$ cat src/rtl/core/isl_pkg.sv
// Shared types and constants for the indexed shift list core.
// No dependencies; used by every module of the block.
package isl_pkg;

  localparam int Capacity  = 64;
  localparam int WordBits  = 32;
  localparam int IdxBits   = $clog2(Capacity);
  localparam int CountBits = $clog2(Capacity + 1);

  // Command opcodes
  typedef enum logic [2:0] {
    OpInsert = 3'd0,
    OpDelete = 3'd1,
    OpRead   = 3'd2,
    OpWrite  = 3'd3,
    OpClear  = 3'd4
  } op_e;

  // Result status codes
  typedef enum logic [1:0] {
    StOk    = 2'd0,
    StFull  = 2'd1,
    StRange = 2'd2
  } status_e;

  // Per-cycle action broadcast along the cell row
  typedef enum logic [1:0] {
    CellHold   = 2'd0,
    CellInsert = 2'd1,
    CellDelete = 2'd2,
    CellWrite  = 2'd3
  } cell_op_e;

  typedef struct packed {
    cell_op_e              op;
    logic [IdxBits-1:0]    pos;
    logic [WordBits-1:0]   word;
  } cell_ctl_t;

  // Command and result payloads
  typedef struct packed {
    logic [2:0]          operation;
    logic [5:0]          position;
    logic [WordBits-1:0] word_in;
  } cmd_t;

  typedef struct packed {
    logic [1:0]           status;
    logic [WordBits-1:0]  word_out;
    logic [CountBits-1:0] entry_count;
  } result_t;

endpackage

$ cat src/rtl/core/isl_cell.sv
// One storage cell of the shift list row.
// Depends on isl_pkg; takes its neighbors' words for shifting.
module isl_cell (
  input  logic                           clk_i,
  input  logic [isl_pkg::IdxBits-1:0]    index_i,
  input  isl_pkg::cell_ctl_t             ctl_i,
  input  logic [isl_pkg::WordBits-1:0]   left_i,
  input  logic [isl_pkg::WordBits-1:0]   right_i,
  input  logic [isl_pkg::IdxBits-1:0]    rd_pos_i,
  output logic [isl_pkg::WordBits-1:0]   word_o,
  output logic [isl_pkg::WordBits-1:0]   rd_word_o
);

  logic [isl_pkg::WordBits-1:0] word_q;
  logic [isl_pkg::WordBits-1:0] word_d;

  // Next word: load, shift from a neighbor, or hold
  always_comb begin
    word_d = word_q;
    case (ctl_i.op)
      isl_pkg::CellInsert: begin
        if (index_i == ctl_i.pos) begin
          word_d = ctl_i.word;
        end else if (index_i > ctl_i.pos) begin
          word_d = left_i;
        end
      end
      isl_pkg::CellDelete: begin
        if (index_i >= ctl_i.pos) begin
          word_d = right_i;
        end
      end
      isl_pkg::CellWrite: begin
        if (index_i == ctl_i.pos) begin
          word_d = ctl_i.word;
        end
      end
      default: word_d = word_q;
    endcase
  end

  // Payload storage, no reset
  always_ff @(posedge clk_i) begin
    word_q <= word_d;
  end

  assign word_o    = word_q;
  // Gated read tap, ORed across the row
  assign rd_word_o = (index_i == rd_pos_i) ? word_q : '0;

endmodule

$ cat config.mk
export PLATFORM = sky130hd
export DESIGN_NAME = isl_cell
export DESIGN_NICKNAME = d
export VERILOG_FILES = /design/src/rtl/core/isl_pkg.sv /design/src/rtl/core/isl_cell.sv
export SDC_FILE = /design/constraint.sdc
export NUM_CORES = 1
export LEC_CHECK = 0
export ABC_AREA = 1
export CELL_PAD_IN_SITES_DETAIL_PLACEMENT = 1
export CELL_PAD_IN_SITES_GLOBAL_PLACEMENT = 1
export CORE_ASPECT_RATIO = 0.9
export CORE_MARGIN = 5
export CORE_UTILIZATION = 45
export CTS_CLUSTER_SIZE = 30
export DETAILED_ROUTE_END_ITERATION = 16
export DONT_BUFFER_PORTS = 1
export PLACE_DENSITY_LB_ADDON = 0.12
export SLEW_MARGIN = 25
export SYNTH_ARGS = -nofsm -noshare
export SYNTH_HDL_FRONTEND = slang
export SYNTH_SLANG_ARGS = --single-unit
$ cat constraint.sdc
create_clock -name clk_i -period 12.7 [get_ports clk_i]
set_input_delay 3.81 -clock clk_i [delete_from_list [all_inputs] [get_ports clk_i]]
set_output_delay 3.81 -clock clk_i [all_outputs]
set_load 0.005 [all_outputs]
Word-level counts from Yosys, hierarchy flattened --
Index checks and enable logic that the tools add are counted. Widths: inputs -> output; s select.
Cells by class: order comparisons 2, equal/unequal tests 8, muxes and demuxes 6, reductions and logical operators 2
Operator list (count):
- $mux 32 | 5
- $pmux 32 s3 | 1
- $eq 6x6->1 | 2
- $ge 6x6->1 | 1
- $gt 6x6->1 | 1
- $eq 2x2->1 const B | 2
- $ne 2x2->1 const B | 2
- $reduce_and 4->1 | 1
- $ne 3x3->1 const B | 1
- $reduce_bool 3->1 | 1
- $eq 2x1->1 const B | 1
Storage, ports and cells: bits in registers 32, bits of input ports 117, output and inout bits 64, word-level logic and storage cells 19

Longest topological paths before layout --
depth after elaboration 4, depth in mapped cells 10, mapped depth without buffers 9

Least setup slack after synthesis --
Ideal clock, no wire load.
path type input to output, start point input port rd_pos_i[1] (netlist name), end point output port rd_word_o[10] (netlist name), arrival time 4592 ps, data required time 8890 ps, path slack 4298 ps, stages on the path 5, path buffers 1, cells stage by stage or2_1 a21oi_1 nand3_2 buf_6 nor2_1
On the way: longest elaborated chain between the ends 2
Ends and longest elaborated chain:
- start: declaration | RTL line isl_cell.sv:9 | input logic [isl_pkg::IdxBits-1:0] rd_pos_i,
- $eq 6x6->1 | RTL line isl_cell.sv:49 | assign rd_word_o = (index_i == rd_pos_i) ? word_q : '0;
- $mux 32 | RTL line isl_cell.sv:49
- end: declaration | RTL line isl_cell.sv:11 | output logic [isl_pkg::WordBits-1:0] rd_word_o
Every way passes these cells.

Worst setup path after layout --
start point input port rd_pos_i[1] (netlist name), end point output port rd_word_o[28] (netlist name)
Same word-level chain as after synthesis.

==> results.yml <==
worst_hold_path:
  hp-class: "input pin to flop"
  whs_path_depth: 2
placed_design:
  gp_congestion: 0.730
  io_buffers: 0
  dp_hpwl_mm: 6.09
  pre_cts_ws_ns: 3.78
floorplanning:
  start_util_pct: 46.0
  die_w_um: 93.2
  ioPinCount: 181
  dieHeight_um: 84.8
  die_area_um2: 7900
  placementRows: 27
  core_um2: 6080
sta:
  fmax_mhz: 113
  setup-violations-final: 0
  setup_tns_ns: 0
  fin_crit_sh_pct: 70.0
  period_needed_ns: 8.89
  timing.hold.ws_ns: 3.78
  hold_viol_final: 0
  worst-slew-pin-transition_ns: 0.660
  slew_violations: 0
  max-slew-margin-rel_pct: 55.9
  worst_slack_ns: 3.81
  rsz0062_at_grt: "no"
global_route:
  antenna_found_initial: 0
  grt_pass1_vias: 2668
  grt_pass1_wl_mm: 13.0
  gr-total-overflow: 0
  grt_util_all_layers_pct: 20.4
  grt_max_degree: 65
cells_and_area:
  multi_input_area_um2: 1290
  nNetsFinal: 530
  nFillCells: 826
  final_util_pct: 47.0
  regArea_um2: 961
  area_delta_synth_final_pct: 2.06
  final_layout_size_suffix_gt1_share_pct: 3.68
  largest_reg_flops: 32
  antennaDiodeCount: 0
job:
  cap_violations: 0
yosys:
  avgSynthCellArea_um2: 6.64
  synth_area_um2: 2800
  yosysWarnings: 0
  synth_seq_cells: 32
  yosysUniqueCellTypes: 20
  yosysSeqAreaShare_pct: 34.3
  synthCells: 422
  syn-num-nets: 545
drt:
  vias_per_cell: 5.27
  antenna_left: 0
  num_vias: 2529
  drt_wl_total_mm: 8.32
  wl_per_cell_um: 17.3
  drtIter0Drc: 152
  dr.pass1.iters: 4
  drc: 0
power:
  power_leakage_uw: 0.00157
  p_per_area_nw_per_um2: 95.7
  peakVddDrop_mv: 0.0364
setup_path:
  path_cells: "or2_1, a21oi_1, nand3_2, nor2_1"
  critPathLaunchType: "input pin"
  worst_ep_arrival_time_ns: 5.08
  critPathKind: "input pin to output pin"
  critPathMaxFanout: 32
  worst_path_max_delay_cell: "nand3_2"
  cp.required_ns: 8.89
  slowest_delay_ns: 0.53
  cp-end-kind: "output pin"
clock_network:
  clockBufferDepth: 2
  ctsResizeCount: 0
  htreeDepth: 2
  cts_tree: "built"
  numCtsBuffers: 5
  cts.sinks: 32
  cts.hold.buffers_added: 0
  post_cts_buffers: 0
  cts.clk_slew.worst_paths_ns: 0.07
  clockRootBuffer: "clkbuf_8"
status:
  outcome: "finished clean"
-- placed cells by master, fill, tap and decap left out --
master,Yosys,layout
a21oi_4,0,1
edfxtp_1,32,32
buf_4,2,1
buf_16,0,1
a21oi_1,4,3
nand3_2,1,2
nor2_2,1,1
nand3_1,34,33
or2_1,2,2
clkinv_1,0,1
xor2_1,4,4
nor2_1,66,66
clkinv_2,0,2
o21ai_0,2,2
ha_1,6,6
or2_4,1,1
clkbuf_8,0,5
o21ai_1,30,30
nand2_1,76,76
o21bai_1,32,32
inv_1,106,106
inv_2,1,1
-- critical path, delay by kind of cell --
| kind | cells | cell delay (ns) |
|---|---|---|
| and+or+nand+nor | 3 | 1.10 |
| AOI/OAI and AO/OA | 1 | 0.17 |
-- kinds of logic after synthesis --
family                     synth area share (%)
DFF                                        34.3
and+or+nand+nor                            26.5
AOI/OAI and AO/OA                          15.0
buffers and inverters                      20.3
adders and majority gates                  2.68
xor gates and xnor gates                   1.25
-- Yosys cell counts, drive strengths merged --
master,number,area share (%)
nor2,67,9.1
or2,3,0.76
o21bai,32,8.6
a21oi,4,0.71
o21ai,32,5.7
edfxtp,32,34
buf,17,5.0
inv,107,14
nand2,76,10
clkbuf,7,0.94
xor2,4,1.3
nand3,35,6.4
ha,6,2.7
-- stage by stage --
step                cells  area, um2  total power, uW
finish                480       2860              274
global route          480       2860              290
CTS                   480       2860              277
detailed placement    472       2780              201
global placement      471       2750              196
floorplan             422       2800              188
-- worst paths after layout --
path	start	slack [ns]	to
setup / recovery	rd_pos_i[1]	3.81	rd_word_o[28]
hold / removal	ctl_i[9]	3.78	word_o[9]$_DFFE_PP_
-- layer usage --
metal | GRT usage [%] | part of all wire (%) | vias to the layer above
li1 | - | - | 1250
met1 | 23.0 | 39 | 1170
met2 | 37.3 | 51 | 105
met3 | 6.65 | 8.7 | 4
met4 | 4.26 | 0.71 | 0
met5 | 0 | 0 | -
-- power by group --
part	switching, uW	leakage, uW	internal (uW)
logic	29.0	0.00123	19.8
registers	12.5	0.000293	136
clock network	39.1	0.0000453	37.2
total	80.6	0.00157	193
-- cell type report --
type	instances	area share, %
multi-input combinational	259	45.1
sequential	32	33.6
inverter	107	14.1
tap	72	3.15
clock buffer	5	2.41
timing repair buffer	2	1.23
clock inverter	3	0.482
Power figures use the tool's default switching activity.
