==> config.mk <==
export PLATFORM = sky130hd
export DESIGN_NAME = isl_ctrl
export DESIGN_NICKNAME = d
export VERILOG_FILES = /design/src/rtl/core/isl_pkg.sv /design/src/rtl/core/isl_ctrl.sv
export SDC_FILE = /design/constraint.sdc
export NUM_CORES = 1
export LEC_CHECK = 0
export BUFFER_PORTS_ARGS = -buffer_cell sky130_fd_sc_hd__buf_2
export CORE_MARGIN = 3
export CORE_UTILIZATION = 49
export DETAILED_ROUTE_END_ITERATION = 16
export GPL_TIMING_DRIVEN = 0
export PLACE_DENSITY = 0.92
export SYNTH_ARGS = -nofsm -noshare
export SYNTH_HDL_FRONTEND = slang
export SYNTH_SLANG_ARGS = --single-unit
==> constraint.sdc <==
create_clock -name clk_i -period 4.2 [get_ports clk_i]
set_clock_uncertainty 0.05 [all_clocks]
set_input_delay 0 -clock clk_i [delete_from_list [all_inputs] [get_ports clk_i]]
set_output_delay 0 -clock clk_i [all_outputs]
set_load 0.02 [all_outputs]
==> src/rtl/core/isl_pkg.sv <==
// Shared types and constants for the indexed shift list core.
// No dependencies; used by every module of the block.
package isl_pkg;

  localparam int Capacity  = 64;
  localparam int WordBits  = 32;
  localparam int IdxBits   = $clog2(Capacity);
  localparam int CountBits = $clog2(Capacity + 1);

  // Command opcodes
  typedef enum logic [2:0] {
    OpInsert = 3'd0,
    OpDelete = 3'd1,
    OpRead   = 3'd2,
    OpWrite  = 3'd3,
    OpClear  = 3'd4
  } op_e;

  // Result status codes
  typedef enum logic [1:0] {
    StOk    = 2'd0,
    StFull  = 2'd1,
    StRange = 2'd2
  } status_e;

  // Per-cycle action broadcast along the cell row
  typedef enum logic [1:0] {
    CellHold   = 2'd0,
    CellInsert = 2'd1,
    CellDelete = 2'd2,
    CellWrite  = 2'd3
  } cell_op_e;

  typedef struct packed {
    cell_op_e              op;
    logic [IdxBits-1:0]    pos;
    logic [WordBits-1:0]   word;
  } cell_ctl_t;

  // Command and result payloads
  typedef struct packed {
    logic [2:0]          operation;
    logic [5:0]          position;
    logic [WordBits-1:0] word_in;
  } cmd_t;

  typedef struct packed {
    logic [1:0]           status;
    logic [WordBits-1:0]  word_out;
    logic [CountBits-1:0] entry_count;
  } result_t;

endpackage

==> src/rtl/core/isl_ctrl.sv <==
// Command decode, entry count and result register of the shift list.
// Depends on isl_pkg; drives the cell row control broadcast.
module isl_ctrl (
  input  logic                          clk_i,
  input  logic                          rst_ni,
  input  logic                          accept_i,
  input  isl_pkg::cmd_t                 cmd_i,
  input  logic [isl_pkg::WordBits-1:0]  rd_word_i,
  output isl_pkg::cell_ctl_t            ctl_o,
  output logic                          done_o,
  output isl_pkg::result_t              result_o
);

  logic [isl_pkg::CountBits-1:0] count_q, count_d;
  logic [isl_pkg::CountBits-1:0] count_m1;
  logic [isl_pkg::CountBits-1:0] pos_ext;
  logic                          done_q;
  isl_pkg::result_t              result_q, result_d;

  assign count_m1 = count_q - 1'b1;
  assign pos_ext  = isl_pkg::CountBits'(cmd_i.position);

  // Decode one command against the current count
  always_comb begin
    count_d              = count_q;
    ctl_o.op             = isl_pkg::CellHold;
    ctl_o.pos            = cmd_i.position;
    ctl_o.word           = cmd_i.word_in;
    result_d.status      = isl_pkg::StOk;
    result_d.word_out    = '0;
    if (accept_i) begin
      case (cmd_i.operation)
        isl_pkg::OpInsert: begin
          if (count_q >= isl_pkg::CountBits'(isl_pkg::Capacity)) begin
            result_d.status = isl_pkg::StFull;
          end else begin
            // at or past the end appends
            if (pos_ext > count_q) begin
              ctl_o.pos = count_q[isl_pkg::IdxBits-1:0];
            end
            ctl_o.op = isl_pkg::CellInsert;
            count_d  = count_q + 1'b1;
          end
        end
        isl_pkg::OpDelete: begin
          if (pos_ext >= count_q) begin
            result_d.status = isl_pkg::StRange;
          end else begin
            result_d.word_out = rd_word_i;
            ctl_o.op          = isl_pkg::CellDelete;
            count_d           = count_m1;
          end
        end
        isl_pkg::OpRead: begin
          if (pos_ext >= count_q) begin
            result_d.status = isl_pkg::StRange;
          end else begin
            result_d.word_out = rd_word_i;
          end
        end
        isl_pkg::OpWrite: begin
          if (count_q == '0) begin
            result_d.status = isl_pkg::StRange;
          end else begin
            // past the end overwrites the last entry
            if (pos_ext >= count_q) begin
              ctl_o.pos = count_m1[isl_pkg::IdxBits-1:0];
            end
            ctl_o.op = isl_pkg::CellWrite;
          end
        end
        isl_pkg::OpClear: begin
          count_d = '0;
        end
        default: count_d = count_q;
      endcase
    end
    result_d.entry_count = count_d;
  end

  // Control state
  always_ff @(posedge clk_i or negedge rst_ni) begin
    if (!rst_ni) begin
      count_q <= '0;
      done_q  <= 1'b0;
    end else begin
      count_q <= count_d;
      done_q  <= accept_i;
    end
  end

  // Result payload
  always_ff @(posedge clk_i) begin
    if (accept_i) begin
      result_q <= result_d;
    end
  end

  assign done_o   = done_q;
  assign result_o = result_q;

endmodule

[Word level (Yosys, flattened, before mapping)]
Index checks and enable logic that the tools add are counted.
Word-level totals
  register bits after elaboration: 49
  input bits: 76
  logic and storage cells: 35
  output and inout port bits: 82
Operators by class
  bitwise operators: 1
  reduce and logical (&&, ||, !) cells: 4
  muxes and demuxes: 16
  equality and inequality tests: 4
  add/sub/neg operators: 2
  magnitude comparators: 3
Operators with widths (count)
  7-bit two-way mux: 4
  7-bit one-hot mux with 3 select lines: 1
  8-bit two-way mux: 2
  6-bit two-way mux: 2
  2-bit one-hot mux with 3 select lines: 2
  6-bit one-hot mux with 2 select lines: 1
  7-bit by 1-bit adder with 7-bit output (second input constant): 1
  6-bit by 7-bit greater-or-equal comparator with 1-bit output: 1
  7-bit greater-or-equal comparator (second input constant): 1
  6-bit by 7-bit > comparator with 1-bit output: 1
  7-bit logical NOT: 1
  7-bit by 1-bit subtractor with 7-bit output (second input constant): 1
  3-bit by 2-bit == test with 1-bit output (second input constant): 2
  2-bit two-way mux: 3
  2-bit OR reduction: 2
  3-bit by 1-bit == test with 1-bit output (second input constant): 1
  3-bit == test (second input constant): 1
  3-bit logical NOT: 1
  1-bit two-way mux: 1
  1-bit NOT: 1

[Depth between registers and ports, before layout]
Gate-level depths: netlist of run 1.
  depth after elaboration: 5
  mapped depth: 9
  mapped depth without buffers: 7

[Worst setup path before layout of run 1]
No wires, ideal clock.
  path type: register -> register
  start: register count_q[3] in the netlist's numbering
  end: register result_q, in the netlist result_o[5], data pin
  path buffers: 1
  arrival time: 2.034 ns
  slack: 1.851 ns
  cell stages (with the launch flop): 9
  required time: 3.885 ns
  period minus slack after synthesis: 2.349 ns
  library setup time: 0.265 ns
  cells stage by stage: dfrtp_1 > clkbuf_1 > inv_1 > ha_1 > a211oi_1 > or3_1 > o21a_1 > o21ai_1 > a221o_2
On the way
  cells in the longest elaborated chain, start to end: 4
  elaborated cells on any way between the ends: 8
  those cells by class: 2 x add/sub; 2 x order compare; 4 x mux
Ends and longest elaborated chain
  start, declared: line isl_ctrl.sv:14  | logic [isl_pkg::CountBits-1:0] count_q, count_d;
  start signal, assigned: line isl_ctrl.sv:87  | count_q <= count_d;
  7-bit by 1-bit subtractor with 7-bit output (tied with other cells): line isl_ctrl.sv:20  | assign count_m1 = count_q - 1'b1;
  7-bit two-way mux, on equally long branches: line isl_ctrl.sv:46, isl_ctrl.sv:34
  7-bit one-hot mux with 3 select lines (*): line isl_ctrl.sv:32  | case (cmd_i.operation)
  7-bit two-way mux (*): line isl_ctrl.sv:31  | if (accept_i) begin
  via count_d (one bit): line isl_ctrl.sv:14
  end signal, assigned: line isl_ctrl.sv:95  | result_q <= result_d;
  end, declared: line isl_ctrl.sv:18  | isl_pkg::result_t result_q, result_d;
Mark *: on every way through the listed nets, which the timed path passes. The rest lies on a longest branch.
A chain may end at the register's enable or synchronous reset.

==> results.toml, run 1 <==
[route]
first_pass_iteration_count_of_the_detailed_router = 5
drt_iter0_markers = 196
vias = 2786
route.detailed.vias_per_inst = 5.51
antenna_violating_nets_post_route = 0
drc = 0
routed_wl_mm = 8.39
routed_wire_length_per_instance_microns = 16.6

[setup_path]
critPathMaxStageDelay_ns = 0.40
worstPathArrival_ns = 2.95
cp.required_ns = 4.15
worstPathMaxFanout = 10
crit_path_frequent_cell = "buf_2"
worstSetupPathType = "reg -> out"
crit_path_end_kind = "primary output"
timing.critical_path.from_type = "flip-flop"
critical_path.slowest_cell = "or3_4"
critical_path.cell_chain = "clkbuf_1 > inv_1 > ha_1 > nand3_1 > or3_4 > o21ai_2 > buf_2 > a21oi_2 > a211o_1 > buf_2"

[floorplan]
floorplan.io_pins = 158
dieWidth_microns = 82.9
start_util = 0.516
row_count = 27
fp.dieH_microns = 82.9
placeableCoreArea_sq_mm = 0.00561
die_area_sq_mm = 0.00687

[logic_synthesis]
synth.lib_cells_used.distinct = 52
synth-main-ff-cell = "edfxtp_1"
synth-warning-count = 0
yosysSeqAreaShare = 0.494
synthesis.instances = 268
post_synth_instance_area_sq_mm = 0.00290
yosys_register_bits = 49
synth_edf_count = 41
synth_nets = 353
netlist.area_leader.share = 0.425
top_cells_by_area_in_the_synthesized_netlist = "edfxtp_1 43%, buf_4 8.3%, and2_1 7.1%"
async_reset_ff_frac = 0.163
largest_area_contributor_in_the_netlist = "edfxtp_1"
syn_area_per_cell_sq_um = 10.8

[cts]
htree_levels = 2
tritoncts_clock_tree = "yes"
cts.sinks = 49
tritoncts.num_buffers = 5
path_clk_slew_ns = 0.09
worst_skew_pair.late_latency_ns = 0.30
max_root_sink_buffers = 2
cts_resized = 0
cts_root_buffer = "clkbuf_8"

[placement]
place_congestion = 0.932
dpl_worst_slack_ns = 1.43
numPortBuffers = 125
post-dp-hpwl_mm = 5.66

[power_and_ir_drop]
total_power_divided_by_cell_area_mw_per_mm2 = 310
p_leak_nw = 1.83
worst_case_vdd_ir_drop_v = 0.000237
total_power_mw = 1.25

[timing]
maxSlewViolCount = 0
post-route-worst-setup-slack_ns = 1.20
min_period_ns = 3.00
setup_failing_eps_final = 0
timing.fmax_ghz = 0.334
unrepaired_setup_endpoints_after_global_routing = "no"
fin_crit_sh = 0.713
setup-tns-final_ns = 0
worst_pin_slew_ns = 0.966
timing.max_slew.rel_slack = 0.356
final-hold-violation-count = 0

[grt]
globalRoute.totalOverflow = 0
antenna_found_initial = 0
via_count_of_the_first_global_routing_pass = 2759
pin_count_of_the_biggest_net_entering_global_routing = 48
grt_first_pass_wirelength_mm = 13.9
global_route.usage.total = 0.247

[cells_and_area]
layout-drive-gt1-share = 0.415
n_antenna_cell = 0
layout_common_cells = "130 x buf_2, 41 x edfxtp_1, 33 x and2_1, 33 x dlygate4sd3_1, 32 x buf_4"
area_growth_syn_to_layout_pct = 39.3
final_common_cell = "buf_2"
final_net_count = 518
final_core_utilization = 0.719

[status]
status = "finished clean"

[min_path]
worstHoldPathType = "in -> async"

[flow_run]
cap_violations = 0
[cell families (layout without fill, tap and decap cells)]
kind of cell | Yosys count | after routing | synth area share
compound gates | 46 | 46 | 0.118
xor+xnor | 6 | 6 | 0.0182
fa+ha+maj | 9 | 9 | 0.0389
buf+inv | 53 | 219 | 0.115
flops | 49 | 49 | 0.494
simple gates | 105 | 105 | 0.216
[registers in the layout, summed over array words and instances, names as in the netlist]
name      count
count_q       7
result_o     41
done_o        1
[area by class of cell]
| type | instances | area (sq um) |
|---|---|---|
| fill | 403 | 1580 |
| inverter | 8 | 30.0 |
| timing repair buffer | 158 | 956 |
| multi-input combinational | 166 | 1130 |
| tap | 72 | 90.1 |
| buffer | 45 | 303 |
| sequential | 49 | 1430 |
| clock buffer | 5 | 68.8 |
| clock inverter | 3 | 22.5 |
[layer usage]
metal | wire length, microns | vias up | track usage
li1 | - | 1279 | -
met1 | 3320 | 1275 | 0.316
met2 | 4140 | 219 | 0.431
met3 | 802 | 13 | 0.0446
met4 | 121 | 0 | 0.0609
met5 | 0 | - | 0
[critical path, delay by kind of cell, from the launching register on]
| kind | cells | cell delay [ns] |
|---|---|---|
| adder cells (fa/ha/maj) | 1 | 0.32 |
| buffers and inverters | 4 | 0.92 |
| AO/OA/AOI/OAI | 3 | 0.58 |
| flip-flops | 1 | 0.33 |
| AND/OR/NAND/NOR | 2 | 0.51 |
[stage by stage]
| stage | instances | hold WS [ns] | cell area, sq um |
|---|---|---|---|
| 2_1_floorplan | 268 | -0.346 | 2900 |
| 3_3_place_gp | 465 | -0.205 | 3610 |
| 4_1_cts | 506 | 0.0221 | 4030 |
| 3_5_place_dp | 465 | -0.195 | 3610 |
| 5_1_grt | 506 | 0.0498 | 4030 |
| 6_report | 506 | 0.0685 | 4030 |
[Yosys cell counts, types with 2 or more instances]
| master | number |
|---|---|
| a211o_1 | 2 |
| a211oi_1 | 2 |
| a21o_1 | 2 |
| a21oi_1 | 5 |
| a221o_1 | 2 |
| a31oi_1 | 4 |
| and2_1 | 33 |
| and3_1 | 2 |
| buf_2 | 5 |
| buf_4 | 32 |
| clkbuf_1 | 7 |
| dfrtp_1 | 8 |
| edfxtp_1 | 41 |
| ha_1 | 9 |
| inv_1 | 7 |
| nand2_1 | 10 |
| nand2b_1 | 4 |
| nand3_1 | 8 |
| nand3b_1 | 2 |
| nand4_1 | 8 |
| nor2_1 | 9 |
| nor2b_1 | 4 |
| nor3_1 | 7 |
| nor4_1 | 3 |
| o2111ai_1 | 5 |
| o211ai_1 | 6 |
| o21ai_0 | 6 |
| o41ai_1 | 2 |
| or3_1 | 5 |
| or4b_1 | 2 |
| xnor2_1 | 5 |
[power by group]
part	total, mW	internal, mW	switching [mW]
Combinational	0.392	0.155	0.237
Sequential	0.583	0.566	0.0178
Clock	0.272	0.118	0.154
[final timing paths]
kind,from,end,slack [ns],depth (start not counted)
min in group clk_i,cmd_i[39],count_q[3],0.14,4
max reg2reg,count_q[3],result_o[5],1.38,8
max,count_q[3],ctl_o[32],1.20,10
min reg2reg,count_q[2],count_q[2],0.59,2
min,rst_ni,count_q[2],0.07,2
max in group asynchronous,rst_ni,count_q[3],3.87,2
[timing repair]
item                      4_1_cts  5_1_grt
hold endpoints to repair       40        0
hold buffers                   33        0
setup buffers                   0        0
No activity file was read; power rests on OpenSTA's default activity.
==> run 2: changes to the inputs <==
--- a/config.mk
+++ b/config.mk
@@ -7,10 +7,10 @@
 export LEC_CHECK = 0
 export BUFFER_PORTS_ARGS = -buffer_cell sky130_fd_sc_hd__buf_2
 export CORE_MARGIN = 3
-export CORE_UTILIZATION = 49
+export CORE_UTILIZATION = 41
 export DETAILED_ROUTE_END_ITERATION = 16
 export GPL_TIMING_DRIVEN = 0
-export PLACE_DENSITY = 0.92
+export PLACE_DENSITY = 0.82
 export SYNTH_ARGS = -nofsm -noshare
 export SYNTH_HDL_FRONTEND = slang
 export SYNTH_SLANG_ARGS = --single-unit
==> constraint.sdc (replaced) <==
create_clock -name clk_i -period 2.7 [get_ports clk_i]
set_clock_uncertainty 0.05 [all_clocks]
set_input_delay 0 -clock clk_i [delete_from_list [all_inputs] [get_ports clk_i]]
set_output_delay 0 -clock clk_i [all_outputs]
set_load 0.02 [all_outputs]
==> run 2 against run 1 <==
  * Critical path depth decreased by 1
  * Routed wire length is 1.4% lower
  * Sequential power grew 56%
  * Count of clock-buffer cells in the layout increased by 1
  * Sequential share of layout area decreased by 0.91 points
  * Sequential cell count unchanged
  * Register-to-register slack got worse by 1.2 ns
  * Core utilization decreased by 9.0 points
  * Cell area grew 3.0%
  * Critical path type unchanged
  * Critical endpoint unchanged
  * Highest routed layer unchanged
==> results.toml, run 2 (synthesized netlist as in run 1, its figures left out) <==
[status]
status = "finished clean"

[timing]
setup-tns-final_ns = 0
post-route-worst-setup-slack_ns = 0.114
worst_hold_slack_ns = 0.0405
unrepaired_setup_endpoints_after_global_routing = "yes"
final-hold-violation-count = 0
maxSlewViolCount = 0
worst_pin_slew_ns = 0.954
min_period_ns = 2.59
timing.fmax_ghz = 0.387
fin_crit_sh = 0.958
setup_failing_eps_final = 0
timing.max_slew.rel_slack = 0.364

[power_and_ir_drop]
total_power_mw = 1.97
total_power_divided_by_cell_area_mw_per_mm2 = 475
p_leak_nw = 1.86
worst_case_vdd_ir_drop_v = 0.000210

[floorplan]
dieWidth_microns = 90.0
row_count = 29
placeableCoreArea_sq_mm = 0.00660
floorplan.io_pins = 158
start_util = 0.438
die_area_sq_mm = 0.00811
fp.dieH_microns = 90.0

[setup_path]
worst-r2r-cell-count = 9
ff2ff_setup_slack_ns = 0.19
crit_path_end_kind = "primary output"
worstReg2RegStart = "count_q[3]"
timing.critical_path.from_type = "flip-flop"
worstSetupPathType = "reg -> out"
worstReg2RegEnd = "result_o[25]"
worstPathArrival_ns = 2.54
cp.required_ns = 2.65
worstPathMaxFanout = 6

[route]
drt_iter0_markers = 121
first_pass_iteration_count_of_the_detailed_router = 4
antenna_violating_nets_post_route = 0
routed_wl_mm = 8.27
drc = 0
route.detailed.vias_per_inst = 5.10
vias = 2706
routed_wire_length_per_instance_microns = 15.6

[cells_and_area]
final_net_count = 522
layout_common_cells = "130 x buf_2, 41 x edfxtp_1, 36 x buf_4"
design_area_sq_mm = 0.00415
largest_register_ffs = 41
n_antenna_cell = 0
layout-drive-gt1-share = 0.447
final_common_cell = "buf_2"
fillerInstances = 536
area_growth_syn_to_layout_pct = 43.4

[cts]
max_root_sink_buffers = 2
tritoncts_clock_tree = "yes"
tritoncts.num_buffers = 5
htree_levels = 2
cts.sinks = 49
path_clk_slew_ns = 0.09
cts_root_buffer = "clkbuf_8"
worst_skew_pair.late_latency_ns = 0.29

[placement]
post-dp-hpwl_mm = 5.54
numPortBuffers = 125
dpl_worst_slack_ns = -0.0890
place_congestion = 0.925
dpl_cell_area_sq_mm = 0.00364

[min_path]
worstHoldPathType = "in -> async"

[grt]
globalRoute.totalOverflow = 0
antenna_found_initial = 0
grt_first_pass_wirelength_mm = 12.9
pin_count_of_the_biggest_net_entering_global_routing = 48
via_count_of_the_first_global_routing_pass = 2657
global_route.usage.total = 0.193

[flow_run]
cap_violations = 0
run 2: changes by cell type in the layout (fill, tap and decap cells not counted), moves of 2 or more:
cell	delta
buf_4	+4
clkinv_4	-2
dfrtp_1	-4
dfrtp_2	+4
run 2: power breakdown:
group          total, mW  switching, mW  internal (mW)
combinational      0.647          0.379          0.268
sequential         0.910         0.0294          0.881
clock              0.416          0.231          0.185
run 2: worst max-delay path: stages, from the launching register on:
cell,delay (ns)
dfrtp_2,0.43
inv_1,0.11
ha_1,0.30
nand3_1,0.15
or3_4,0.43
o21ai_4,0.18
buf_6,0.15
a21oi_2,0.05
a211o_1,0.28
buf_2,0.16
run 2: worst max path at each step:
stage	from	endpoint	slack [ns]	depth (start not counted)
after floorplan	count_q[3]	result_o[5]	0.35	8
after global placement	count_q[3]	result_o[1]	-0.06	8
after CTS	count_q[4]	ctl_o[32]	-0.02	8
after detailed placement	count_q[3]	result_o[1]	-0.09	8
final	count_q[3]	ctl_o[32]	0.11	9
after global routing	count_q[3]	ctl_o[39]	-0.03	9
run 2: timing repair:
action,4_1_cts,5_1_grt
gates cloned,0,1
hold buffers,33,0
buffers inserted,0,4
setup endpoints to repair,18,45
pin swaps,0,0
resized for setup,5,15
hold endpoints to repair,40,0
run 2: area by class of cell:
| cell class | count | area [sq um] | area share |
|---|---|---|---|
| clock inverter | 2 | 13.8 | 0.00331 |
| clock buffer | 6 | 72.6 | 0.0175 |
| multi-input combinational | 166 | 1190 | 0.286 |
| buffer | 44 | 307 | 0.0738 |
| tap | 93 | 116 | 0.0280 |
| timing repair buffer | 163 | 991 | 0.239 |
| inverter | 8 | 30.0 | 0.00723 |
| sequential | 49 | 1440 | 0.346 |
run 2: metrics by stage:
step	std cells	util
finish	531	0.629
global route	531	0.629
CTS	526	0.615
detailed placement	486	0.551
global placement	486	0.551
floorplan	268	-
run 2: metal layers:
layer  up-vias  share of wire  track usage
met5         -              0            0
met3        14          0.082       0.0401
met1      1243           0.40        0.232
li1       1289              -            -
met2       160           0.50        0.347
met4         0          0.016       0.0587
